$ cat src/ssms_pkg.sv
// Shared constants, types and the message segment table of the scrolling display.
package ssms_pkg;

  localparam int DISPLAY_COUNT = 6;
  localparam int DIGIT_COUNT = 6;
  localparam int WRAP_POSITION = 20;
  localparam int MSG_LEN = 26;
  localparam int SEG_W = 7;
  localparam int KEY_W = 4;
  localparam int PERIOD_W = 32;
  localparam int POS_W = $clog2(WRAP_POSITION + 1);
  localparam int IDX_W = $clog2(WRAP_POSITION + DISPLAY_COUNT + 1);
  localparam logic [PERIOD_W-1:0] RESET_PERIOD = PERIOD_W'(50000000);

  localparam int KEY_PAUSE = 0;
  localparam int KEY_FASTER = 1;
  localparam int KEY_SLOWER = 2;
  localparam int KEY_REVERSE = 3;

  localparam logic [SEG_W-1:0] SEG_BLANK = 7'b0000000;
  localparam logic [SEG_W-1:0] SEG_U = 7'b0111110;
  localparam logic [SEG_W-1:0] SEG_O = 7'b1011100;
  localparam logic [SEG_W-1:0] SEG_F = 7'b1110001;
  localparam logic [SEG_W-1:0] SEG_T = 7'b1111000;
  localparam logic [SEG_W-1:0] SEG_E = 7'b1111001;
  localparam logic [SEG_W-1:0] SEG_C = 7'b0111001;
  localparam logic [SEG_W-1:0] SEG_2 = 7'b1011011;
  localparam logic [SEG_W-1:0] SEG_4 = 7'b1100110;
  localparam logic [SEG_W-1:0] SEG_3 = 7'b1001111;
  localparam logic [SEG_W-1:0] SEG_DASH = 7'b1000000;

  typedef logic [DISPLAY_COUNT-1:0][SEG_W-1:0] seg_row_t;

  // Segment code of one message character; indexes past the end are blank.
  function automatic logic [SEG_W-1:0] seg_at(input logic [IDX_W-1:0] idx);
    logic [SEG_W-1:0] code;
    unique case (idx)
      IDX_W'(0):  code = SEG_U;
      IDX_W'(2):  code = SEG_O;
      IDX_W'(3):  code = SEG_F;
      IDX_W'(5):  code = SEG_T;
      IDX_W'(7):  code = SEG_E;
      IDX_W'(8):  code = SEG_C;
      IDX_W'(9):  code = SEG_E;
      IDX_W'(10): code = SEG_DASH;
      IDX_W'(11): code = SEG_2;
      IDX_W'(12): code = SEG_4;
      IDX_W'(13): code = SEG_3;
      IDX_W'(20): code = SEG_U;
      IDX_W'(22): code = SEG_O;
      IDX_W'(23): code = SEG_F;
      IDX_W'(25): code = SEG_T;
      default:    code = SEG_BLANK;
    endcase
    return code;
  endfunction

endpackage

$ cat src/ssms_display.sv
// Message table lookup that turns a window position into six segment codes.
module ssms_display
  import ssms_pkg::*;
(
  input  logic [POS_W-1:0] position,
  output seg_row_t         row
);

  always_comb begin
    for (int k = 0; k < DISPLAY_COUNT; k++) begin
      if (k < DIGIT_COUNT) begin
        row[k] = seg_at(IDX_W'(position) + IDX_W'(k));
      end else begin
        row[k] = SEG_BLANK;
      end
    end
  end

endmodule

$ cat src/seven_segment_message_scroller.sv
// Top level of the scrolling message display: countdown, key handling and result register.
//
// Each input item is one tick carrying key_edges, new key presses ORed into a
// pending set. The block counts ticks down from the scroll period; when the
// count expires the displays move to the next window of the message, the
// position steps forward or backward unless scrolling is paused, and one
// pending key is served, lowest bit first (pause, faster, slower, reverse).
// Every accepted item produces exactly one result item: the six segment codes
// and step_done, which is high for the tick in which the period expired.
// out_valid rises in the cycle after acceptance, and one item can be accepted
// in every cycle while the receiver does not stall; the state update and table
// lookup sit between the state registers and the result register.
// When the receiver stalls, the result register holds its item and in_stall
// rises until the item is taken.
// A write on cfg_write loads the scroll period and the countdown at once; zero
// is taken as one. Write it only while no item is in flight.
// Synchronous reset sets the period to 50000000, shows position 0 and empties
// the result register.
module seven_segment_message_scroller
  import ssms_pkg::*;
(
  input  logic                clk,
  input  logic                rst,
  input  logic                cfg_write,
  input  logic [PERIOD_W-1:0] cfg_data,
  input  logic                in_valid,
  output logic                in_stall,
  input  logic [KEY_W-1:0]    key_edges,
  output logic                out_valid,
  input  logic                out_stall,
  output logic [SEG_W-1:0]    digit5_code,
  output logic [SEG_W-1:0]    digit4_code,
  output logic [SEG_W-1:0]    digit3_code,
  output logic [SEG_W-1:0]    digit2_code,
  output logic [SEG_W-1:0]    digit1_code,
  output logic [SEG_W-1:0]    digit0_code,
  output logic                step_done
);

  logic [POS_W-1:0]    shown_position, shown_position_next;
  logic [POS_W-1:0]    next_position, next_position_next;
  logic                scroll_enabled, scroll_enabled_next;
  logic                direction_forward, direction_forward_next;
  logic [PERIOD_W-1:0] scroll_period, scroll_period_next;
  logic [PERIOD_W-1:0] cycles_left, cycles_left_next;
  logic [KEY_W-1:0]    pending_keys, pending_keys_next;
  logic [KEY_W-1:0]    keys_all;
  logic                expired;
  logic                accept_in;
  logic [PERIOD_W-1:0] cfg_period;
  seg_row_t            row;

  assign in_stall = out_valid && out_stall;
  assign accept_in = in_valid && !in_stall;
  assign cfg_period = (cfg_data == '0) ? PERIOD_W'(1) : cfg_data;

  always_comb begin
    keys_all = pending_keys | key_edges;
    expired = (cycles_left[PERIOD_W-1:1] == '0);
    shown_position_next = shown_position;
    next_position_next = next_position;
    scroll_enabled_next = scroll_enabled;
    direction_forward_next = direction_forward;
    scroll_period_next = scroll_period;
    pending_keys_next = keys_all;
    cycles_left_next = cycles_left - PERIOD_W'(1);
    if (expired) begin
      shown_position_next = next_position;
      if (scroll_enabled) begin
        if (direction_forward) begin
          if ((POS_W + 1)'(next_position) + (POS_W + 1)'(1) >= (POS_W + 1)'(WRAP_POSITION)) begin
            next_position_next = '0;
          end else begin
            next_position_next = next_position + POS_W'(1);
          end
        end else begin
          if (next_position <= POS_W'(1)) begin
            next_position_next = POS_W'(WRAP_POSITION);
          end else begin
            next_position_next = next_position - POS_W'(1);
          end
        end
      end
      priority if (keys_all[KEY_PAUSE]) begin
        scroll_enabled_next = !scroll_enabled;
        pending_keys_next[KEY_PAUSE] = 1'b0;
      end else if (keys_all[KEY_FASTER]) begin
        scroll_period_next = (scroll_period[PERIOD_W-1:1] == '0) ? PERIOD_W'(1)
                                                                  : (scroll_period >> 1);
        pending_keys_next[KEY_FASTER] = 1'b0;
      end else if (keys_all[KEY_SLOWER]) begin
        scroll_period_next = scroll_period[PERIOD_W-1] ? '1 : (scroll_period << 1);
        pending_keys_next[KEY_SLOWER] = 1'b0;
      end else if (keys_all[KEY_REVERSE]) begin
        direction_forward_next = !direction_forward;
        pending_keys_next[KEY_REVERSE] = 1'b0;
      end else begin
        pending_keys_next = keys_all;
      end
      cycles_left_next = scroll_period_next;
    end
  end

  ssms_display u_display (
    .position (shown_position_next),
    .row      (row)
  );

  always_ff @(posedge clk) begin
    if (rst) begin
      shown_position <= '0;
      next_position <= POS_W'(1);
      scroll_enabled <= 1'b1;
      direction_forward <= 1'b1;
      scroll_period <= RESET_PERIOD;
      cycles_left <= RESET_PERIOD;
      pending_keys <= '0;
    end else if (cfg_write) begin
      scroll_period <= cfg_period;
      cycles_left <= cfg_period;
    end else if (accept_in) begin
      shown_position <= shown_position_next;
      next_position <= next_position_next;
      scroll_enabled <= scroll_enabled_next;
      direction_forward <= direction_forward_next;
      scroll_period <= scroll_period_next;
      cycles_left <= cycles_left_next;
      pending_keys <= pending_keys_next;
    end
  end

  always_ff @(posedge clk) begin
    if (rst) begin
      out_valid <= 1'b0;
    end else if (accept_in) begin
      out_valid <= 1'b1;
    end else if (!out_stall) begin
      out_valid <= 1'b0;
    end
  end

  always_ff @(posedge clk) begin
    if (accept_in) begin
      digit5_code <= row[0];
      digit4_code <= row[1];
      digit3_code <= row[2];
      digit2_code <= row[3];
      digit1_code <= row[4];
      digit0_code <= row[5];
      step_done <= expired;
    end
  end

`ifndef SYNTHESIS
  assert property (@(posedge clk) disable iff (rst) scroll_period != '0)
    else $error("scroll period reached zero");

  assert property (@(posedge clk) disable iff (rst)
    next_position <= POS_W'(WRAP_POSITION) && shown_position <= POS_W'(WRAP_POSITION))
    else $error("scroll position beyond wrap point");

  assert property (@(posedge clk) disable iff (rst)
    (accept_in && expired && !cfg_write) |=> (cycles_left == scroll_period))
    else $error("countdown not reloaded from period on expiry");

  assert property (@(posedge clk) disable iff (rst)
    (accept_in && !expired && !cfg_write) |=> (shown_position == $past(shown_position)))
    else $error("position moved without expiry");
`endif

endmodule
$ cat config.mk
export PLATFORM = sky130hd
export DESIGN_NAME = seven_segment_message_scroller
export DESIGN_NICKNAME = d
export VERILOG_FILES = /design/src/ssms_pkg.sv /design/src/ssms_display.sv /design/src/seven_segment_message_scroller.sv
export SDC_FILE = /design/constraint.sdc
export NUM_CORES = 1
export LEC_CHECK = 0
export BUFFER_PORTS_ARGS = -buffer_cell sky130_fd_sc_hd__buf_4
export CAP_MARGIN = 20
export CORE_MARGIN = 2
export CORE_UTILIZATION = 35
export CTS_CLUSTER_DIAMETER = 150
export DETAILED_ROUTE_END_ITERATION = 16
export PLACE_DENSITY = 0.55
export SLEW_MARGIN = 20
export SYNTH_ARGS = -nofsm -noshare
export SYNTH_HDL_FRONTEND = slang
export SYNTH_SLANG_ARGS = --single-unit
export TNS_END_PERCENT = 5
$ cat constraint.sdc
create_clock -name clk -period 5.8 [get_ports clk]
set_clock_uncertainty 0.15 [all_clocks]
set_input_delay 0.87 -clock clk [delete_from_list [all_inputs] [get_ports clk]]
set_output_delay 0.87 -clock clk [all_outputs]
set_load 0.005 [all_outputs]
== Word level (Yosys, flattened, before mapping) ==
Memories as Yosys holds them, arrays and structs flattened. A register that Yosys moved wholly into a read port is not among the register bits.
Index checks and enable logic that the tools add are counted.
Word-level totals
  flip-flop bits (word level): 82
  bits in read-only memories: 1344
  input bits: 41
  output and inout bits: 45
  word-level logic and storage cells: 69
  memories: 6
Cells by class
  add/sub/neg operators: 9
  order comparisons: 2
  equality and inequality tests: 1
  muxes and demuxes: 22
  bitwise logic cells: 5
  reductions and logical operators: 15
Memories
  (no name shown): words 32, width 7, rd ports 1, clocked after memory_dff 1, wr ports 0, line ssms_pkg.sv:37  | unique case (idx)
  (no name shown): words 32, width 7, rd ports 1, clocked after memory_dff 1, wr ports 0, line ssms_pkg.sv:37
  (no name shown): words 32, width 7, rd ports 1, clocked after memory_dff 1, wr ports 0, line ssms_pkg.sv:37
  (no name shown): words 32, width 7, rd ports 1, clocked after memory_dff 1, wr ports 0, line ssms_pkg.sv:37
  (no name shown): words 32, width 7, rd ports 1, clocked after memory_dff 1, wr ports 0, line ssms_pkg.sv:37
  (no name shown): words 32, width 7, rd ports 1, clocked after memory_dff 1, wr ports 0, line ssms_pkg.sv:37
Operators with widths (number)
  32-bit two-way mux: 11
  31-bit zero test: 2
  32-bit zero test: 1
  32-bit by 1-bit subtractor with 32-bit output (second input constant): 1
  31-bit two-way mux: 1
  5-bit two-way mux: 4
  5-bit by 1-bit adder with 5-bit output (second input constant): 2
  5-bit by 2-bit adder with 5-bit output (second input constant): 2
  5-bit by 3-bit adder with 5-bit output (second input constant): 2
  4-bit AND reduction: 2
  7-bit AND reduction: 1
  5-bit by 1-bit adder with 6-bit output (second input constant): 1
  6-bit by 5-bit >= comparator with 1-bit output (second input constant): 1
  5-bit by 1-bit less-or-equal comparator with 1-bit output (second input constant): 1
  5-bit by 1-bit subtractor with 5-bit output (second input constant): 1
  4-bit two-way mux: 1
  1-bit NOT: 4
  4-bit bitwise OR: 1
  2-bit AND reduction: 2
  2-bit nonzero test: 2
  1-bit zero test: 3
  1-bit two-way mux: 3
  3-bit two-way mux: 1
  1-bit logical AND: 2
  2 further kinds: 2

== Logic depth before layout (Yosys ltp) ==
Gate-level depths: netlist of run 1.
  word-level depth: 7
  depth in mapped cells: 18

== By module ==
A second synthesis of run 1 with hierarchy kept.
Unflattened totals
  cells, all modules: 1067
  area total of the unflattened synthesis: 8582.0 um^2
By module, submodules not included
  seven_segment_message_scroller: instances 1, cells an instance 738, area each 6458.7 um^2, sequential area each 2912.8 um^2
  ssms_display: instances 1, cells an instance 329, area each 2123.3 um^2, sequential area each 0.0 um^2

== Worst setup path after synthesis of run 1 ==
No wires, ideal clock.
  kind: flip-flop to flip-flop
  from: register cycles_left[2]
  to: register digit0_code[3], data pin
  setup time: 0.272 ns
  arrival: 3.564 ns
  data required time: 5.378 ns
  setup slack: 1.814 ns
  stages on the path, launching flop included: 13
  buffers on the path: 2
  clock period less this slack: 3.986 ns
  cells stage by stage: dfxtp_1 > nor4_1 > and4_1 > nand3_4 > mux2i_1 > inv_1 > clkbuf_1 > ha_1 > ha_1 > inv_1 > clkbuf_1 > ha_1 > mux4_2
Between the ends
  longest elaborated chain between the ends: 3
Ends and longest elaborated chain
  from (decl): line seven_segment_message_scroller.sv:45  | logic [PERIOD_W-1:0] cycles_left, cycles_left_next;
  from (signal assigned): line seven_segment_message_scroller.sv:120  | cycles_left <= cfg_period;
  from (signal assigned): line seven_segment_message_scroller.sv:127  | cycles_left <= cycles_left_next;
  31-bit zero test: line seven_segment_message_scroller.sv:59  | expired = (cycles_left[PERIOD_W-1:1] == '0);
  5-bit two-way mux: line seven_segment_message_scroller.sv:67  | if (expired) begin
  named net shown_position_next[0]: line seven_segment_message_scroller.sv:40  | logic [POS_W-1:0] shown_position, shown_position_next;
  5-bit by 3-bit adder with 5-bit output: line ssms_display.sv:12  | row[k] = seg_at(IDX_W'(position) + IDX_W'(k));
  to (decl): line seven_segment_message_scroller.sv:36  | output logic [SEG_W-1:0] digit0_code,
The timed path passes the listed nets, and every way through them passes these cells.
A chain may end at the register's enable or synchronous reset.

== Worst setup path in the final report of run 1 ==
  from: register cycles_left[14]
  to: register digit0_code[3], data pin
Between the ends
  longest elaborated chain between the ends: 3
Ends and longest elaborated chain (line)
  31-bit zero test: seven_segment_message_scroller.sv:59
  5-bit two-way mux: seven_segment_message_scroller.sv:67
  5-bit by 3-bit adder with 5-bit output: ssms_display.sv:12
Every way passes these cells.

==> results.txt, run 1 <==
The number of H-tree levels came out at 4. Entering global routing, the biggest net connects 51 pins. The logs give 2 for the maximum root-to-sink buffer count and 0 for the remaining antenna violation count after routing. Antenna diode count: 0.

Ranked by total cell area, the synthesized netlist is headed by sky130_fd_sc_hd__dfxtp_1 (19%), sky130_fd_sc_hd__edfxtp_1 (15%), sky130_fd_sc_hd__nand2_1 (6.4%), sky130_fd_sc_hd__a21oi_1 (6.2%), sky130_fd_sc_hd__nor2_1 (5.3%). The initial standard-cell utilization of the core is 0.357, and the post-CTS resize count is 0. The number of different library cells used by synthesis comes to 81. The wire length of the first global-routing pass is 44.0 mm, and the flip-flop and latch count after synthesis is 124.

Setup repair after global routing left no endpoint under its margin. The final layout contains 1,185 nets. The share of synthesized registers carrying an async set or reset is 0, and the overall die area is 25,200 sq um. The pin slew with the least headroom to its limit is 1060 ps, and the data arrival time of the critical path is 4660 ps. Clock latency on the worst-skew pair, taken at its later pin, is 430 ps. The root buffer cell chosen for the clock tree is sky130_fd_sc_hd__clkbuf_16.

For the buffer count from post-CTS setup fixing, the log shows 0. Total routing resource utilization after global routing: 0.215. The clock transition time at the flip-flop clock pins of the worst setup and hold paths is 60 ps. For this design the static power due to leakage is 3.64 nW. In this run the worst hold path is classified as register to register. Across all layers, the routed design uses 8,485 vias. The biggest fanout along the worst timing path was 17; the placer congestion estimate was 0.859. After legalization and detailed placement, the total HPWL measured 19.2 mm. Counting every net in the synthesized netlist gives 1,135.

TritonCTS built the clock tree. The worst setup margin was 1160 ps. The final hold violation count is 0.

The chip width was 159 um. The proportion of netlist area held by the largest area contributor was 0.194. The dominant register cell in the synthesized netlist was sky130_fd_sc_hd__dfxtp_1. The max-capacitance violation count was 0.

The finished layout holds 1,451 standard cells, fillers aside. The run finished with clean final reports. The worst setup path is of the register to register kind. The total of warnings raised by yosys was 0. The logs give 0 for the number of max-slew violations in the final report and 325 ps for the worst hold slack across all endpoints. The fraction of layout instances using a drive strength above 1 is 0.148, and the total CTS buffers is 17. Hold repair after CTS inserted 0 buffers.

At the placement stage, the worst setup path has a slack of 1210 ps. Relative to the synthesized area, the layout overhead comes to 17.3%. The via count of the first global-routing pass is 7,866, and the total overflow reported by the global router is 0. The cell taking the most area after synthesis is sky130_fd_sc_hd__dfxtp_1.

The ratio of final minimum period to clock period works out to 0.800. The cell count after placement came out at 1,419. Static timing analysis puts the maximum clock frequency at 0.215 GHz. The filler cells instantiated in the layout total 2,417.

The floorplan die height was 159 um. The count of port buffers added during placement came out at 85. The post-synthesis area per instance came out at 7.84 sq um. In this run the cell area of the synthesized design comes to 8380 sq um.

The number of detailed-routing iterations run before antenna repair came out at 6. The data required time at the worst endpoint is 5810 ps, and the wire length per cell after detailed routing is 18.9 um. The routed design has 27.5 mm of wire.

The number of DRC markers in iteration 0 is 703, and the clock sink count is 124. Summing all multi-input logic gate instances after layout gives 5060 sq um. Dividing total power by cell area gives a power density of 234 nW/um^2.

The endpoint class of the critical path is a register. The logs give 0.292 for the worst max-slew margin expressed relative to the limit and 0 for the total DRC errors in the routed layout. The initialized floorplan defines 56 standard-cell rows. Dividing the detail-routed via count by the number of cells gives 5.85. Across the VDD grid, the largest voltage drop is 0.178 mV. The number of enable flip-flop cells after synthesis works out to 43. For the setup violation total in the final timing report, the log shows 0.

For the gate count after technology mapping, the log shows 1,069. The sequential share of the synthesized area came out at 0.348. The initial antenna violation count is 0.

The worst setup path is launched from a register. The total area inside the core boundary comes to 23,500 sq um. The logs give 2910 sq um for the sequential cell area in the final layout and 0 ps for the total negative slack. In this run the count of I/O pins placed on the die edge is 86.

The tools report the fraction of the core area covered by cells at the end of the flow as 0.419. The time the final worst path needs with I/O delays and setup works out to 4640 ps.
[worst max-delay path, stage by stage (launching register included)]
cell,delay (ps)
sky130_fd_sc_hd__dfxtp_1,350
sky130_fd_sc_hd__nor4_2,420
sky130_fd_sc_hd__nand3_1,280
sky130_fd_sc_hd__o31ai_1,340
sky130_fd_sc_hd__and2_1,610
sky130_fd_sc_hd__inv_1,140
sky130_fd_sc_hd__ha_1,390
sky130_fd_sc_hd__ha_1,640
sky130_fd_sc_hd__inv_1,280
sky130_fd_sc_hd__ha_1,340
sky130_fd_sc_hd__mux4_2,440
[sequential cells by signal, summed over array words and instances (netlist names), 5 cells and up]
signal / flops
cycles_left: 32
scroll_period: 32
digit0_code: 7
digit1_code: 7
digit2_code: 7
digit3_code: 7
digit4_code: 7
digit5_code: 7
next_position: 5
shown_position: 5
[synthesized netlist by cell type, types with 18 or more instances]
library cell	instances
sky130_fd_sc_hd__nor3_1	45
sky130_fd_sc_hd__edfxtp_1	43
sky130_fd_sc_hd__nor4_1	24
sky130_fd_sc_hd__nand2_1	143
sky130_fd_sc_hd__a211oi_1	19
sky130_fd_sc_hd__clkbuf_1	62
sky130_fd_sc_hd__inv_1	18
sky130_fd_sc_hd__o22ai_1	27
sky130_fd_sc_hd__nor2_1	119
sky130_fd_sc_hd__ha_1	25
sky130_fd_sc_hd__nand3_1	23
sky130_fd_sc_hd__xnor2_1	18
sky130_fd_sc_hd__o21ai_0	78
sky130_fd_sc_hd__dfxtp_1	81
sky130_fd_sc_hd__a31oi_1	26
sky130_fd_sc_hd__a21oi_1	104
[logic make-up (layout without fill, tap and decap cells)]
group	after synthesis	in the layout	share of synthesized area
and+or+nand+nor	411	411	0.225
AOI/OAI and AO/OA	363	363	0.280
DFF	124	124	0.348
buffers and inverters	100	163	0.0490
xor gates and xnor gates	33	33	0.0388
adders and majority gates	25	25	0.0373
muxes	13	13	0.0217
[cell type report]
type | instances | share of cell area
Timing Repair Buffer | 109 | 0.0833
Clock inverter | 11 | 0.00955
Multi-Input combinational cell | 845 | 0.515
Tap cell | 319 | 0.0406
Sequential cell | 124 | 0.296
Clock buffer | 21 | 0.0470
Inverter | 22 | 0.00840
[per-stage QoR]
| stage | power, mW | area [sq um] |
|---|---|---|
| 4_1_cts | 2.31 | 9830 |
| 3_5_place_dp | 1.28 | 9270 |
| 3_3_place_gp | 1.28 | 9270 |
| 2_1_floorplan | 1.17 | 8380 |
| 5_1_grt | 2.39 | 9830 |
| 6_report | 2.30 | 9830 |
[power breakdown]
part | switching (mW) | internal, mW
clock network | 0.412 | 0.611
registers | 0.0487 | 0.941
logic | 0.169 | 0.113
[layout by cell type (no fill, tap or decap), drive strengths merged, types with 5 or more instances in the layout]
master  instances
nor4           27
o221ai          5
clkbuf         21
a221oi         15
nor3           46
dfxtp          81
nor2          120
a211oi         19
edfxtp         43
a222oi          6
nand4          13
o211ai         16
o311ai          5
a21oi         105
o21a            9
nand3          24
nand2b          5
mux2i          10
a31oi          26
a22oi           6
nand2         143
o22ai          27
xnor2          19
o21ai          78
or3             6
and3            6
or2             7
ha             25
clkinv          7
inv            23
xor2           13
buf           109
a22o            5
[routing by layer]
layer,share of wire,up-vias,track usage
li1,-,4105,-
met1,0.45,4011,0.288
met2,0.46,325,0.344
met3,0.061,44,0.0381
met4,0.025,0,0.0880
met5,0,-,0
[path summary, 6_finish.rpt]
| kind | start | endpoint | slack [ps] | depth (start not counted) |
|---|---|---|---|---|
| worst min register to register | shown_position[2]$_SDFFE_PP0P_ | shown_position[2]$_SDFFE_PP0P_ | 320 | 2 |
| worst max-delay path | cycles_left[14]$_SDFFE_PP1P_ | digit0_code[3]$_DFFE_PP_ | 1160 | 10 |
| worst min-delay path | shown_position[2]$_SDFFE_PP0P_ | shown_position[2]$_SDFFE_PP0P_ | 320 | 2 |
| worst max register to register | cycles_left[14]$_SDFFE_PP1P_ | digit0_code[3]$_DFFE_PP_ | 1160 | 10 |
No activity file was read; power rests on OpenSTA's default activity.
==> run 2: changes to the inputs <==
Settings changed: PLACE_DENSITY 0.55 to 0.57.
Clock period 5.8 ns to 4 ns, I/O delays scaled along.
==> run 2 against run 1 <==
  * Sequential power rose by 44%
  * Combinational power grew 55%
  * Worst setup slack lost 910 ps
  * Cell count is 2.5% higher
  * Worst hold slack lost 64 ps
  * Total power grew 55%
  * Global-route usage rose by 0.10 points
  * Sequential share of layout area down 1.1 points
  * Clock power rose by 65%
  * Die area stayed put
  * Register-to-register slack worse by 910 ps
  * Largest cell class unchanged
  * Highest routed layer unchanged
==> results.txt, run 2 (synthesis gave the netlist of run 1 again) <==
For the remaining antenna violation count after routing, the log shows 0. The critical path is of the register to register type. The logs give 8,778 for the via total after detailed routing and 0 for the buffer count from post-CTS setup fixing. The worst register-to-register path begins at cycles_left[14]$_SDFFE_PP1P_. Maximum number of pins on one net before global-route repair: 51.

The number of rows created at floorplan is 56, and the area of combinational cells with multiple inputs is 5100 sq um. The worst max-slew margin expressed relative to the limit came out at 0.442. The total routing resource utilization after global routing came out at 0.216.

STA puts the critical path data arrival time at 3750 ps. The flow ran to the end, and the final reports show no timing, DRC or antenna violations. In this run, CTS created clock tree buffers numbering 17. Number of primary I/O pins: 86. The die covers 25,200 sq um. For the total overflow reported by the global router, the log shows 0. The placer congestion estimate is 0.874, and the wire length per cell after detailed routing is 18.7 um. In this run the power density over the cells is 347 nW/um^2.

The tree is rooted in a sky130_fd_sc_hd__clkbuf_16. Compared with the post-synthesis result, the final layout area differs by 22.0%. Detailed placement ended at an HPWL of 19.7 mm. Hold is met by 260 ps. The count of port buffers added during placement is 85. In this run the worst setup path begins at cycles_left[14]$_SDFFE_PP1P_.

The clock passes through at most 2 buffers. The ratio of final minimum period to clock period was 0.939. Along the worst path, the maximum fanout reaches 12. The endpoint class of the critical path was a register. In this design, the critical path's most frequently occurring cell is sky130_fd_sc_hd__a31oi_1. The time the final worst path needs with I/O delays and setup was 3760 ps; the setup violation total in the final timing report was 0.

The wire length of the first global-routing pass is 44.4 mm. Derived from the worst setup path, the maximum achievable clock frequency is 0.266 GHz. The initial standard-cell utilization of the core was 0.357; the number of max-slew violations in the final report was 0.

The routed via count divided by cell count works out to 5.90. Counting cells, the worst reg-to-reg path comes to 13. Largest stage delay on the critical path: 450 ps. The startpoint type of the worst setup path is a register.

The overall power of the completed layout is 3.55 mW, and the total of fill cells in the finished design is 2,388. Worst setup margin: 244 ps. The largest registers in the layout are cycles_left: 32 flops, scroll_period: 32 flops. Cell count after placement: 1,456.

For this run, the number of standard cells in the final layout without fillers is 1,488. IR analysis of the VDD net gives a maximum drop of 0.209 mV. Counting every sink on the clock net gives 124.

For this design, the slowest cell found on the critical path is sky130_fd_sc_hd__a311oi_2. The setup slack at placement was 80.8 ps; the sequential cell area in the final layout was 2910 sq um. Data on the critical path is required at its endpoint by 4000 ps. In the final design database the tool counted 1,222 nets. The overall routed net length was 27.8 mm; the number of DRC markers in iteration 0 was 828.

The clock reaches the later pin of the worst-skew pair after 420 ps. Cell area after layout: 10,200 sq um. The worst register-to-register path has a setup slack of 240 ps.

Traced cell by cell, the critical path runs through nor4_2, nand3_1, o31a_1, a21oi_2, inv_1, ha_1, nand2_1, a31oi_1, a311oi_2, xnor2_2, and3_1, a211oi_1, a31oi_1. The tools report the fraction of the core area covered by cells at the end of the flow as 0.435. The fraction of layout instances using a drive strength above 1 was 0.178; the antenna diode count was 0. For the final routed database, the setup TNS stands at 0 ps.

The leading cell type in the layout, fill and taps excluded was sky130_fd_sc_hd__buf_4. The number of H-tree levels was 4. The floorplan step set the die height to 159 um.

Initial antenna violation count: 0. Leaving out fill and tap cells, the most frequent cells in the layout are sky130_fd_sc_hd__buf_4 (146), sky130_fd_sc_hd__nand2_1 (143), sky130_fd_sc_hd__nor2_1 (118), sky130_fd_sc_hd__a21oi_1 (103), sky130_fd_sc_hd__dfxtp_1 (81). From left edge to right edge, the die measures 159 um.

The static power due to leakage is 3.89 nW. The tool flagged a number of max-cap violations equal to 0. For this run, the detailed router's first-pass iteration total came to 6. The most critical setup path has its endpoint at digit2_code[6]$_DFFE_PP_. For the pin with the worst max-slew slack, the measured transition is 834 ps.

Setup repair after global routing could not meet its margin everywhere. The post-CTS resize count was 0; the total DRC errors in the routed layout was 0. The endpoint of the worst register-to-register path is digit2_code[6]$_DFFE_PP_. The path type of the worst min-delay path was input port to register. For the via count of the first global-routing pass, the log shows 8,085. The run gives 9550 sq um as the instance area at placement. The run gives 0 as the number of buffers added to fix hold violations after cts. For the final hold violation count, the log shows 0. The clock transition time at the flip-flop clock pins of the worst setup and hold paths works out to 60 ps.

The core region is 23,500 sq um. TritonCTS built the clock tree.
[run 2: layout make-up]
cell class | count | share of cell area
Clock buffer | 19 | 0.0424
Multi-Input combinational cell | 845 | 0.499
Timing Repair Buffer | 146 | 0.107
Clock inverter | 13 | 0.0192
Inverter | 22 | 0.00808
Tap cell | 319 | 0.0391
Sequential cell | 124 | 0.285
[run 2: worst min path at each step]
stage	startpoint	endpoint	slack (ps)	depth (start not counted)
after CTS	in_valid	out_valid$_SDFFE_PP0P_	240	2
after global routing	in_valid	out_valid$_SDFFE_PP0P_	250	2
final	in_valid	out_valid$_SDFFE_PP0P_	260	2
after detailed placement	shown_position[1]$_SDFFE_PP0P_	shown_position[1]$_SDFFE_PP0P_	300	2
after global placement	shown_position[2]$_SDFFE_PP0P_	shown_position[2]$_SDFFE_PP0P_	310	2
after floorplan	shown_position[1]$_SDFFE_PP0P_	shown_position[1]$_SDFFE_PP0P_	290	2
[run 2: per-layer routing]
metal  global-route usage  wire length, um  share of wire  vias up
li1                     -                -              -     4181
met1                0.292            12200           0.44     4128
met2                0.344            12700           0.46      425
met3               0.0421             2210          0.079       44
met4               0.0776              635          0.023        0
met5                    0                0              0        -
[run 2: report_power, final]
group | total [mW] | switching, mW | leakage (nW) | internal (mW)
Combinational | 0.436 | 0.263 | 2.54 | 0.173
Sequential | 1.43 | 0.0644 | 1.04 | 1.36
Clock | 1.68 | 0.584 | 0.302 | 1.10
[run 2: critical path: cells and delay by family, from the launching register on]
| family | cells | cell delay, ps |
|---|---|---|
| compound gates | 6 | 1420 |
| simple gates | 4 | 970 |
| fa+ha+maj | 1 | 240 |
| buf+inv | 1 | 90 |
| xor+xnor | 1 | 250 |
| flops | 1 | 350 |
==> run 3: changes to the inputs <==
Settings changed: CORE_MARGIN 2 to unset, MAX_ROUTING_LAYER set to met4.
==> run 3 against run 2 <==
  * Register-to-register slack hardly changed
  * Cell count is 0.74% lower
  * Total power is 3.2% lower
  * First-iteration DRC count is 16% lower
  * Worst hold slack worse by 13 ps
  * Global-route usage is 2.0 points higher
  * Design area is 1.2% lower
  * Sequential cell count stayed put
  * Worst setup slack worse by 1.7 ps
  * Non-clock buffer count is 10 lower
  * Critical path depth stayed put
  * Critical endpoint unchanged
  * Largest cell class unchanged
  * Highest routed layer unchanged
==> results.txt, run 3 (synthesis gave the netlist of run 1 again) <==
The flow ran to the end, and the final reports show no timing, DRC or antenna violations. The number of primary I/O pins was 86; the setup slack at placement was 53.4 ps. The slowest stage of the critical path is the sky130_fd_sc_hd__a311oi_2 cell. The largest stage delay on the critical path is 460 ps, and the chip width is 157 um. The endpoint class of the critical path is a register. The startpoint type of the worst setup path was a register. The run gives 3.44 mW as the overall power of the completed layout. In this run the post-CTS setup repair buffer count came out at 0. The worst-case IR drop observed on VDD is 0.258 mV. Counting along the longest clock path gives a buffer depth of 2. The critical path goes through nor4_2, nand3_2, o31a_1, a21oi_2, inv_1, ha_1, nand2_1, a31oi_1, a311oi_2, xnor2_2, and3_1, a211oi_1, a31oi_1. The final hold violation count was 0; the number of cells in the finished layout apart from fillers was 1,477. The remaining antenna violation count after routing is 0. The largest registers in the layout are cycles_left: 32 flops, scroll_period: 32 flops.

Along the worst path, the maximum fanout reaches 12. The number of H-tree levels is 4. The wire length per cell after detailed routing is 18.6 um. By startpoint and endpoint, the worst setup path is classified as register to register. After layout, the worst setup slack is 242 ps. The layout has 2,394 filler cells. The logs give 19.4 mm for the estimated wirelength of the detail-placed design and 8,695 for the via total after detailed routing.

Clock-pin slew was measured on the worst setup and hold paths at 60 ps. The placer congestion estimate is 0.900, and the number of rows created at floorplan is 56. The cell area after layout came out at 10,100 sq um. Wires add up to 27.5 mm.

After routing, the total negative slack on setup checks comes to 0 ps. Leaving out fill and tap cells, the most frequent cell in the layout is sky130_fd_sc_hd__nand2_1. The worst hold path was traced through 2 stages. The initial antenna violation count was 0. The power density normalized to cell area was 340 nW/um^2; the wire length of the first global-routing pass was 44.2 mm. The switching power share of the total is 0.260, and the routed via count divided by cell count is 5.89. In this run the power spent charging and discharging nets is 0.894 mW. The pin slew with the least headroom to its limit was 859 ps. The tools report the setup violation total in the final timing report as 0. In the routed design, unresolved DRC markers number 0. The region available for standard cell placement spans 23,500 sq um. Summing all multi-input logic gate instances after layout gives 5090 sq um. At the worst endpoint, the arrival time is 3750 ps. The cell count after placement is 1,446.

At the worst endpoint, the required time is 3990 ps. The cell internal power dissipation was 2.54 mW. The first detailed-routing pass ran for 10 iterations. Compared with the post-synthesis result, the final layout area differs by 20.5%. Counting cells, the worst reg-to-reg path comes to 13. The fraction of power consumed by the clock network was 0.461; the later-pin clock latency in the skew report was 420 ps. For this run the aggregate overflow at the end of global routing stands at 0. At the end of the flow, the number of nets in the layout was 1,212. The logs give 8,112 for the via count of the first global-routing pass and 9470 sq um for the instance area at placement. The fraction of the core area covered by cells at the end of the flow is 0.430. The cell that appears most often on the critical path is sky130_fd_sc_hd__a31oi_1.

For this design, the CTS-stage hold fixing added 0 buffers. The tools report the logic gate share of total power as 0.122. The logs give 0 for the number of max-slew violations in the final report and 51 for the maximum number of pins on one net before global-route repair.

The fraction of layout instances using a drive strength above 1 is 0.169. The timing-limited maximum frequency came out at 0.266 GHz. Clock tree synthesis found a total of 124 sinks.

Across the run, the number of max-cap violations was 0. In this run the clock root is driven by a sky130_fd_sc_hd__clkbuf_16. TritonCTS created 17 clock buffers. The logs give 0.417 for the sequential fraction of design power and 0.357 for the initial standard-cell utilization of the core. The worst hold slack across all endpoints is 248 ps. The tools report the sequential cell area in the final layout as 2910 sq um. Worst max-slew margin expressed relative to the limit: 0.425.

The tightest min-delay check is of the input port to register type. The time the final worst path needs with I/O delays and setup came out at 3760 ps. For the number of DRC markers in iteration 0, the log shows 694. The total routing resource utilization after global routing is 0.236. The tools report the overall die area as 24,600 sq um. TritonCTS built the clock tree.

Ratio of final minimum period to clock period: 0.939. In the layout the commonest cells are sky130_fd_sc_hd__nand2_1 (143), sky130_fd_sc_hd__buf_4 (136), sky130_fd_sc_hd__nor2_1 (118), sky130_fd_sc_hd__a21oi_1 (104), sky130_fd_sc_hd__dfxtp_1 (81). The antenna diode count is 0, and the count of port buffers added during placement is 85.

The floorplan die height came out at 157 um. The tools report the static power due to leakage as 3.80 nW.
[run 3: final cells by class]
cell class                      count  share of cell area
Clock buffer                       24              0.0467
Clock inverter                      7              0.0114
Tap cell                          319              0.0395
Inverter                           22             0.00818
Timing Repair Buffer              136               0.101
Multi-Input combinational cell    845               0.504
Sequential cell                   124               0.289
[run 3: per-layer routing]
metal	track usage	vias up	wire length [um]
li1	-	4152	-
met1	0.307	4120	12000
met2	0.374	372	12900
met3	0.0379	51	2010
met4	0.0761	0	541
met5	-	-	0
[run 3: worst paths after layout]
kind | from | endpoint | slack (ps)
max | cycles_left[14]$_SDFFE_PP1P_ | digit2_code[6]$_DFFE_PP_ | 240
min | in_valid | out_valid$_SDFFE_PP0P_ | 250
max reg2reg | cycles_left[14]$_SDFFE_PP1P_ | digit2_code[6]$_DFFE_PP_ | 240
min reg2reg | shown_position[1]$_SDFFE_PP0P_ | shown_position[1]$_SDFFE_PP0P_ | 330
[run 3: worst max-delay path, delay by kind of cell (launching register included)]
| kind | cells | cell delay, ps |
|---|---|---|
| adder cells (fa/ha/maj) | 1 | 250 |
| flip-flops | 1 | 350 |
| buffers and inverters | 1 | 80 |
| XOR/XNOR | 1 | 240 |
| AND/OR/NAND/NOR | 4 | 980 |
| AO/OA/AOI/OAI | 6 | 1430 |
[run 3: what timing repair did]
| action | CTS | global route |
|---|---|---|
| resized for setup | 0 | 5 |
| endpoints found under the hold margin | 0 | 0 |
| endpoints found under the setup margin | 0 | 15 |
[run 3: power by group through the flow]
| stage | registers (mW) | logic [mW] | clock network, mW |
|---|---|---|---|
| finish | 1.43 | 0.418 | 1.58 |
| global placement | 1.46 | 0.409 | 0 |
| detailed placement | 1.46 | 0.411 | 0 |
| CTS | 1.43 | 0.413 | 1.61 |
| floorplan | 1.44 | 0.258 | 0 |
| global route | 1.44 | 0.462 | 1.65 |
